==> src/hw/rtl/rit_pkg.sv <==
// ---------------------------------------------------------------------------
// rit_pkg
// Shared types, constants and the digit symbol map for radix_integer_to_text.
// ---------------------------------------------------------------------------
`default_nettype none

package rit_pkg;

  localparam int unsigned VALUE_BITS = 32;
  localparam int unsigned DIGIT_CAP  = 32;
  localparam int unsigned DIG_IDX_W  = $clog2(DIGIT_CAP);
  localparam int unsigned BITS_PER_STEP = 4;
  localparam int unsigned STEPS_PER_DIGIT = VALUE_BITS / BITS_PER_STEP;

  localparam logic [7:0] BASE_MIN  = 8'd2;
  localparam logic [7:0] BASE_MAX  = 8'd62;
  localparam logic [5:0] CAP6      = 6'd32;
  localparam logic [7:0] CH_ZERO   = 8'h30;
  localparam logic [7:0] CH_LOWER  = 8'h61;
  localparam logic [7:0] CH_UPPER  = 8'h41;
  localparam logic [7:0] CH_MINUS  = 8'h2d;

  typedef struct packed {
    logic [31:0] value;
    logic [7:0]  base;
    logic [5:0]  min_width;
    logic [5:0]  max_digits;
  } in_word_t;

  typedef struct packed {
    logic [7:0] ch;
    logic       has_char;
    logic       last;
  } out_word_t;

  // classified conversion job handed from front to back
  typedef struct packed {
    logic        empty;
    logic        neg;
    logic [31:0] mag;
    logic [5:0]  base;
    logic [5:0]  minw;
    logic [5:0]  maxd;
  } cmd_t;

  function automatic logic [7:0] digit_sym(input logic [5:0] d);
    logic [7:0] w;
    w = {2'b00, d};
    if (d < 6'd10) begin
      return CH_ZERO + w;
    end else if (d < 6'd36) begin
      return CH_LOWER + w - 8'd10;
    end else begin
      return CH_UPPER + w - 8'd36;
    end
  endfunction

endpackage

`default_nettype wire

==> src/hw/rtl/rit_front.sv <==
// ---------------------------------------------------------------------------
// rit_front
// Accepts input words, classifies them into jobs and queues up to two of them.
// ---------------------------------------------------------------------------
`default_nettype none

module rit_front (
  input  wire logic              clk,
  input  wire logic              rst_n,
  input  wire logic              in_valid,
  output logic                   in_ready,
  input  wire rit_pkg::in_word_t in_data,
  output logic                   cmd_valid,
  input  wire logic              cmd_ready,
  output rit_pkg::cmd_t          cmd
);

  rit_pkg::cmd_t cls;
  rit_pkg::cmd_t q_r [2];
  logic       wr_ptr_r, wr_ptr_nxt;
  logic       rd_ptr_r, rd_ptr_nxt;
  logic [1:0] cnt_r, cnt_nxt;
  logic       push, pop;
  logic       bad_base;

  always_comb begin
    bad_base  = (in_data.base < rit_pkg::BASE_MIN) || (in_data.base > rit_pkg::BASE_MAX);
    cls.neg   = in_data.value[31];
    cls.mag   = in_data.value[31] ? (~in_data.value + 32'd1) : in_data.value;
    cls.base  = in_data.base[5:0];
    cls.minw  = (in_data.min_width > rit_pkg::CAP6) ? rit_pkg::CAP6 : in_data.min_width;
    cls.maxd  = (in_data.max_digits > rit_pkg::CAP6) ? rit_pkg::CAP6 : in_data.max_digits;
    cls.empty = bad_base ||
                (!cls.neg && (cls.minw == 6'd0) && ((cls.mag == 32'd0) || (cls.maxd == 6'd0)));
  end

  assign in_ready  = (cnt_r != 2'd2);
  assign cmd_valid = (cnt_r != 2'd0);
  assign cmd       = q_r[rd_ptr_r];
  assign push      = in_valid && in_ready;
  assign pop       = cmd_valid && cmd_ready;

  always_comb begin
    wr_ptr_nxt = push ? ~wr_ptr_r : wr_ptr_r;
    rd_ptr_nxt = pop  ? ~rd_ptr_r : rd_ptr_r;
    cnt_nxt    = cnt_r + {1'b0, push} - {1'b0, pop};
  end

  always_ff @(posedge clk) begin
    if (!rst_n) begin
      wr_ptr_r <= 1'b0;
      rd_ptr_r <= 1'b0;
      cnt_r    <= 2'd0;
    end else begin
      wr_ptr_r <= wr_ptr_nxt;
      rd_ptr_r <= rd_ptr_nxt;
      cnt_r    <= cnt_nxt;
    end
  end

  always_ff @(posedge clk) begin
    if (push) begin
      q_r[wr_ptr_r] <= cls;
    end
  end

  a_cnt_bound: assert property (@(posedge clk) disable iff (!rst_n)
    cnt_r != 2'd3) else $error("queue count overflow");

  a_ptr_match: assert property (@(posedge clk) disable iff (!rst_n)
    (cnt_r == 2'd1) |-> (wr_ptr_r != rd_ptr_r)) else $error("queue pointers out of step");

  a_ptr_even: assert property (@(posedge clk) disable iff (!rst_n)
    (cnt_r != 2'd1) |-> (wr_ptr_r == rd_ptr_r)) else $error("queue pointers diverged");

endmodule

`default_nettype wire

==> src/hw/rtl/rit_back.sv <==
// ---------------------------------------------------------------------------
// rit_back
// Divides the magnitude down digit by digit, then emits sign, pads and digits, or one empty word.
// ---------------------------------------------------------------------------
`default_nettype none

module rit_back (
  input  wire logic           clk,
  input  wire logic           rst_n,
  input  wire logic           cmd_valid,
  output logic                cmd_ready,
  input  wire rit_pkg::cmd_t  cmd,
  output logic                out_valid,
  input  wire logic           out_ready,
  output rit_pkg::out_word_t  out_data
);

  localparam logic [1:0] ST_IDLE = 2'd0;
  localparam logic [1:0] ST_DIV  = 2'd1;
  localparam logic [1:0] ST_EMIT = 2'd2;
  localparam logic [2:0] STEP_LAST = 3'(rit_pkg::STEPS_PER_DIGIT - 1);

  logic [1:0]  state_r, state_nxt;
  logic        empty_r, empty_nxt;
  logic        sign_r, sign_nxt;
  logic [5:0]  base_r, base_nxt;
  logic [5:0]  minw_r, minw_nxt;
  logic [5:0]  maxd_r, maxd_nxt;
  logic [5:0]  count_r, count_nxt;
  logic [5:0]  pos_r, pos_nxt;
  logic [31:0] quo_r, quo_nxt;
  logic [5:0]  rem_r, rem_nxt;
  logic [2:0]  step_r, step_nxt;
  logic        out_valid_r, out_valid_nxt;
  rit_pkg::out_word_t out_data_r, out_data_nxt;
  logic [5:0]  digs_r [rit_pkg::DIGIT_CAP];

  logic [31:0] div_quo;
  logic [5:0]  div_rem;
  logic [5:0]  cnt_inc;
  logic [5:0]  idx;
  logic        can_load;
  logic        dig_wr;
  logic [7:0]  dig_ch;

  // four restoring division steps per cycle
  always_comb begin
    logic [6:0]  r;
    logic [31:0] d;
    r = {1'b0, rem_r};
    d = quo_r;
    for (int i = 0; i < rit_pkg::BITS_PER_STEP; i++) begin
      r = {r[5:0], d[31]};
      d = {d[30:0], 1'b0};
      if (r >= {1'b0, base_r}) begin
        r    = r - {1'b0, base_r};
        d[0] = 1'b1;
      end
    end
    div_quo = d;
    div_rem = r[5:0];
  end

  assign cnt_inc   = count_r + 6'd1;
  assign idx       = pos_r - 6'd1;
  assign can_load  = !out_valid_r || out_ready;
  assign cmd_ready = (state_r == ST_IDLE);
  assign dig_ch    = (idx < count_r) ? rit_pkg::digit_sym(digs_r[idx[rit_pkg::DIG_IDX_W-1:0]])
                                     : rit_pkg::CH_ZERO;
  assign dig_wr    = (state_r == ST_DIV) && (step_r == STEP_LAST);

  always_comb begin
    state_nxt     = state_r;
    empty_nxt     = empty_r;
    sign_nxt      = sign_r;
    base_nxt      = base_r;
    minw_nxt      = minw_r;
    maxd_nxt      = maxd_r;
    count_nxt     = count_r;
    pos_nxt       = pos_r;
    quo_nxt       = quo_r;
    rem_nxt       = rem_r;
    step_nxt      = step_r;
    out_valid_nxt = out_valid_r && !out_ready;
    out_data_nxt  = out_data_r;
    case (state_r)
      ST_IDLE: begin
        if (cmd_valid) begin
          empty_nxt = cmd.empty;
          sign_nxt  = cmd.neg;
          base_nxt  = cmd.base;
          minw_nxt  = cmd.minw;
          maxd_nxt  = cmd.maxd;
          quo_nxt   = cmd.mag;
          rem_nxt   = 6'd0;
          step_nxt  = 3'd0;
          count_nxt = 6'd0;
          pos_nxt   = cmd.minw;
          if (!cmd.empty && (cmd.mag != 32'd0) && (cmd.maxd != 6'd0)) begin
            state_nxt = ST_DIV;
          end else begin
            state_nxt = ST_EMIT;
          end
        end
      end
      ST_DIV: begin
        step_nxt = step_r + 3'd1;
        quo_nxt  = div_quo;
        rem_nxt  = div_rem;
        if (step_r == STEP_LAST) begin
          count_nxt = cnt_inc;
          rem_nxt   = 6'd0;
          if ((cnt_inc == maxd_r) || (div_quo == 32'd0)) begin
            pos_nxt   = (cnt_inc > minw_r) ? cnt_inc : minw_r;
            state_nxt = ST_EMIT;
          end
        end
      end
      ST_EMIT: begin
        if (can_load) begin
          out_valid_nxt = 1'b1;
          if (empty_r) begin
            out_data_nxt = '{ch: 8'd0, has_char: 1'b0, last: 1'b1};
            state_nxt    = ST_IDLE;
          end else if (sign_r) begin
            out_data_nxt = '{ch: rit_pkg::CH_MINUS, has_char: 1'b1, last: (pos_r == 6'd0)};
            sign_nxt     = 1'b0;
            if (pos_r == 6'd0) begin
              state_nxt = ST_IDLE;
            end
          end else begin
            out_data_nxt = '{ch: dig_ch, has_char: 1'b1, last: (idx == 6'd0)};
            pos_nxt      = idx;
            if (idx == 6'd0) begin
              state_nxt = ST_IDLE;
            end
          end
        end
      end
      default: begin
        state_nxt = ST_IDLE;
      end
    endcase
  end

  always_ff @(posedge clk) begin
    if (!rst_n) begin
      state_r     <= ST_IDLE;
      out_valid_r <= 1'b0;
    end else begin
      state_r     <= state_nxt;
      out_valid_r <= out_valid_nxt;
    end
  end

  always_ff @(posedge clk) begin
    empty_r    <= empty_nxt;
    sign_r     <= sign_nxt;
    base_r     <= base_nxt;
    minw_r     <= minw_nxt;
    maxd_r     <= maxd_nxt;
    count_r    <= count_nxt;
    pos_r      <= pos_nxt;
    quo_r      <= quo_nxt;
    rem_r      <= rem_nxt;
    step_r     <= step_nxt;
    out_data_r <= out_data_nxt;
    if (dig_wr) begin
      digs_r[count_r[rit_pkg::DIG_IDX_W-1:0]] <= div_rem;
    end
  end

  assign out_valid = out_valid_r;
  assign out_data  = out_data_r;

  a_rem_below_base: assert property (@(posedge clk) disable iff (!rst_n)
    (state_r == ST_DIV) |-> (rem_r < base_r)) else $error("remainder not below base");

  a_count_cap: assert property (@(posedge clk) disable iff (!rst_n)
    (state_r != ST_IDLE) |-> (count_r <= maxd_r)) else $error("digit count past limit");

  a_digit_pos: assert property (@(posedge clk) disable iff (!rst_n)
    ((state_r == ST_EMIT) && !empty_r && !sign_r) |-> (pos_r != 6'd0))
    else $error("digit emit with nothing left");

  a_take_leaves_idle: assert property (@(posedge clk) disable iff (!rst_n)
    (cmd_valid && cmd_ready) |=> (state_r != ST_IDLE)) else $error("job dropped");

endmodule

`default_nettype wire

==> src/hw/rtl/radix_integer_to_text.sv <==
// ---------------------------------------------------------------------------
// radix_integer_to_text
// Signed 32-bit integer to ASCII text in radix 2..62, one character a word.
// ---------------------------------------------------------------------------
// Input channel (in_valid/in_ready/in_data): value, base, min_width and
// max_digits. Output channel (out_valid/out_ready/out_data): one character
// per word, most significant first; '-' leads a negative value, '0' pads
// to min_width, last marks the final word. A bad base, or text that would
// be empty, gives one word with has_char low and last high.
// The digit divider retires 4 quotient bits a cycle. The back end works
// on one conversion at a time, divider and emission alike; a two-entry
// job queue in front keeps accepting input meanwhile.
// Reset clears the queue, the sequencer and the output valid flag.
// A stalled receiver holds the current word and freezes character emission;
// the queue fills and in_ready drops once two jobs wait.
// ---------------------------------------------------------------------------
`default_nettype none

module radix_integer_to_text (
  input  wire logic               clk,
  input  wire logic               rst_n,
  input  wire logic               in_valid,
  output logic                    in_ready,
  input  wire rit_pkg::in_word_t  in_data,
  output logic                    out_valid,
  input  wire logic               out_ready,
  output rit_pkg::out_word_t      out_data
);

  logic          cmd_valid;
  logic          cmd_ready;
  rit_pkg::cmd_t cmd;

  rit_front u_front (
    .clk       (clk),
    .rst_n     (rst_n),
    .in_valid  (in_valid),
    .in_ready  (in_ready),
    .in_data   (in_data),
    .cmd_valid (cmd_valid),
    .cmd_ready (cmd_ready),
    .cmd       (cmd)
  );

  rit_back u_back (
    .clk       (clk),
    .rst_n     (rst_n),
    .cmd_valid (cmd_valid),
    .cmd_ready (cmd_ready),
    .cmd       (cmd),
    .out_valid (out_valid),
    .out_ready (out_ready),
    .out_data  (out_data)
  );

endmodule

`default_nettype wire
==> config.mk <==
export PLATFORM = sky130hd
export DESIGN_NAME = radix_integer_to_text
export DESIGN_NICKNAME = d
export VERILOG_FILES = /design/src/hw/rtl/rit_pkg.sv /design/src/hw/rtl/rit_front.sv /design/src/hw/rtl/rit_back.sv /design/src/hw/rtl/radix_integer_to_text.sv
export SDC_FILE = /design/constraint.sdc
export NUM_CORES = 1
export LEC_CHECK = 0
export ABC_AREA = 1
export BUFFER_PORTS_ARGS = -buffer_cell sky130_fd_sc_hd__buf_4
export CORE_ASPECT_RATIO = 1.4
export CORE_UTILIZATION = 35
export CTS_CLUSTER_DIAMETER = 60
export DETAILED_ROUTE_END_ITERATION = 10
export PLACE_DENSITY_LB_ADDON = 0.2
export SYNTH_ARGS = -nofsm -noshare
export SYNTH_HDL_FRONTEND = slang
export SYNTH_HIERARCHICAL = 1
export SYNTH_SLANG_ARGS = --single-unit
==> constraint.sdc <==
create_clock -name clk -period 9.1 [get_ports clk]
set_input_delay 0.91 -clock clk [delete_from_list [all_inputs] [get_ports clk]]
set_output_delay 0.91 -clock clk [all_outputs]
set_load 0.1 [all_outputs]
==> run_results.csv <==
group,metric,value,unit
yosys,ys.flop_type,"edfxtp_1",
sta,max_freq,0.1261,GHz
yosys,synth_edf_count,379,
route,top_layer,"met4",
placement,gp_congestion,0.8626,
route,vias,13090,
worst_setup_path,cp.required,9.31,ns
sta,setup_viol,0,
yosys,synthMuxAreaShare,0.03061,
yosys,synth_top_family_by_area,"simple AND/OR/NAND/NOR gates",
route,wl,48900,um
sta,tns,0,ns
clock_network,ctsResizeCount,0,
layout,drive_gt1_frac,0.1336,
floorplan,die_h,278.6,um
worst_setup_path,cp-endpoint,"u_back/digs_r[7][1]",
floorplan,die_w,199.6,um
clock_network,root_buffer,"clkbuf_16",
clock_network,cts_buffers,40,
grt,grt_pass1_vias,13160,
yosys,synth.cell_area,19130,sq um
route,routed-wl-met2,25800,um
layout,areaGrowthSynthToFinish,12.68,%
yosys,async_reset_ff_frac,0,
yosys,yosys.area_share.simple,0.1876,
route,met3_wirelength,1868,um
clock_network,ctsHtreeMaxLevel,2,
clock_network,cts_tree,"built",
route,routed_via_density,4.937,
clock_network,path_clk_slew,0.06,ns
worst_setup_path,crit_path_max_incr_delay,0.73,ns
sta,hold_viol,0,
worst_setup_path,slowest_stage,"inv_1",
placement,io_buffers,67,
worst_setup_path,cp_common_cell,"nand2_1",
worst_setup_path,setup.worst_path.start,"u_back/base_r[1]",
worst_setup_path,crit_type,"reg -> reg",
yosys,synth_fa_ha_area_frac,0.03950,
yosys,synth-xor-area-share,0.01687,
clock_network,clock_sinks,387,
sta,drv_slew,0,
yosys,ys_types,59,
floorplan,die_area,55610,sq um
route,drtPass1Iterations,7,
worst_setup_path,critPathMaxFanout,32,
worst_setup_path,worstPathArrival,8.14,ns
route,wl_per_cell,18.44,um
yosys,ys_ff_latch,387,
clock_network,post_cts_buffers,0,
placement,dp_hpwl,34230,um
worst_setup_path,reg2regPathDepth,38,
sta,rsz0062_at_grt,"false",
floorplan,ios,68,
floorplan,rows,101,
sta,fin_crit,7.930,ns
worst_setup_path,r2r-end,"u_back/digs_r[7][1]",
worst_setup_path,reg2reg_slack,1.17,ns
grt,grt_usage,0.1773,
grt,grt_max_degree,67,
sta,maxSlewHeadroom,0.2854,
yosys,synth_cells,1842,
floorplan,core,54090,sq um
yosys,synth-compound-area-share,0.07417,
sta,fin_crit_sh,0.8714,
sta,worstMarginPinSlew,1.071,ns
worst_setup_path,rr_startpoint,"u_back/base_r[1]",
grt,antenna_found_initial,0,
job,max_cap_violations,0,
clock_network,cts_hold_buffers,0,
worst_setup_path,startpoint_type,"register",
grt,grt_pass1_wl,74880,um
route,drt-initial-drc-count,594,
floorplan,start_util,0.3537,
clock_network,insertion_delay,0.56,ns
yosys,synth_area_per_cell,10.39,sq um
route,met1Wirelength,18970,um
layout,antenna_cells,0,
route,ant_nets,0,
status,outcome,"completed",
yosys,synth_warnings,6,
route,drc,0,
worst_setup_path,end_kind,"register",
sta,fin_worst_skew,0.02581,ns
layout,layout.nets,2014,
yosys,syn_nets,1956,
grt,grt_remaining_overflow,0,
hold_path,hold_class,"reg -> reg",
yosys,ys_seq_area_frac,0.6033,
clock_network,clock_path_buffers,3,
[state kept, by name (all words and copies together) (netlist names), 6 cells and up, named ones only]
register and flops:
u_back/out_data 10, u_back/digs_r 192, u_back/pos_r 6, u_back/quo_r 32, u_back/rem_r 6, u_back/minw_r 6
u_back/maxd_r 6, u_back/count_r 6, u_front/q_r 104, u_back/base_r 6
[cell type report]
type / instances / area, sq um
Fill cell: 5425 / 32530
Sequential cell: 387 / 11540
Multi-Input combinational cell: 1241 / 6706
Clock buffer: 45 / 1030
Tap cell: 721 / 902.1
Timing Repair Buffer: 81 / 608.1
Inverter: 149 / 566.8
Clock inverter: 28 / 200.2
[placed cells by master (no fill, tap or decap), types with 4 or more instances in the layout]
master	instances
a21oi_1	27
a21oi_2	4
a31oi_1	4
buf_4	81
clkbuf_1	4
clkbuf_16	40
clkinv_1	12
clkinv_2	9
dfxtp_1	7
edfxtp_1	379
fa_1	4
ha_1	53
inv_1	136
inv_2	9
mux2_2	52
nand2_1	347
nand2_2	12
nand3_1	92
nand3_2	7
nand3b_1	4
nand4_1	18
nor2_1	323
nor2_2	6
nor2_4	4
nor3_1	6
nor4_1	15
o211ai_1	28
o21a_1	5
o21ai_0	134
o21ai_1	15
o21ai_2	5
o22ai_1	7
or2_1	4
xnor2_1	15
xor2_1	15
[cells in the mapped netlist (5+ instances only)]
cell type	number	share of area
a21oi_1	28	0.0073
buf_1	6	0.0012
buf_2	20	0.0052
buf_4	8	0.0031
buf_6	7	0.0041
clkbuf_1	24	0.0047
dfxtp_1	8	0.0084
edfxtp_1	379	0.59
ha_1	54	0.035
inv_1	136	0.027
inv_2	9	0.0018
mux2_2	52	0.031
nand2_1	347	0.068
nand2_2	12	0.0039
nand3_1	92	0.024
nand3_2	7	0.0037
nand4_1	18	0.0059
nor2_1	326	0.064
nor2_2	6	0.0020
nor3_1	6	0.0016
nor4_1	15	0.0049
o211ai_1	28	0.011
o21a_1	5	0.0020
o21ai_0	134	0.035
o21ai_1	15	0.0039
o21ai_2	5	0.0023
o22ai_1	7	0.0023
xnor2_1	15	0.0069
xor2_1	15	0.0069
[worst max-delay path: cells and delay by family, from the launching register on]
| family | cells | cell delay, ns |
|---|---|---|
| AOI/OAI and AO/OA | 12 | 2.69 |
| and+or+nand+nor | 15 | 1.63 |
| buffers and inverters | 7 | 1.52 |
| adders and majority gates | 4 | 1.27 |
| DFF | 1 | 0.50 |
[routing by layer]
| layer | track usage | vias to the layer above |
|---|---|---|
| met4 | 0.08182 | 0 |
| met2 | 0.3281 | 264 |
| met3 | 0.02355 | 105 |
| met1 | 0.1982 | 6273 |
| met5 | 0 | - |
| li1 | - | 6452 |
[metrics by stage]
stage	std cells	util	setup slack [ns]	hold WS (ns)	cell area (sq um)
2_1_floorplan	1842	-	2.582	0.4255	19130
3_3_place_gp	2579	0.3758	1.236	0.4281	20330
3_5_place_dp	2579	0.3758	1.026	0.4358	20330
4_1_cts	2652	0.3985	1.012	0.4450	21560
5_1_grt	2652	0.3985	0.2756	0.4857	21560
6_report	2652	0.3985	1.170	0.4449	21560
[worst min-delay path by stage]
stage | endpoint | cells after the start | startpoint | slack [ns]
after floorplan | register | 1 | u_front/rd_ptr_r | 0.43
after global placement | register | 1 | u_front/rd_ptr_r | 0.43
final | register | 1 | u_front/rd_ptr_r | 0.44
after CTS | register | 1 | u_front/rd_ptr_r | 0.44
after global routing | register | 1 | u_front/rd_ptr_r | 0.49
after detailed placement | register | 1 | u_front/rd_ptr_r | 0.44
[logic make-up (layout without fill, tap and decap cells)]
logic type	Yosys count	in the layout
and+or+nand+nor	851	851
DFF	387	387
AOI/OAI and AO/OA	247	247
buffers and inverters	214	303
adders and majority gates	58	58
muxes	52	52
xor gates and xnor gates	33	33
Power is left out: the tool's default activity adds up to more than one toggle a clock period on the data nets, which glitch-free logic cannot reach.
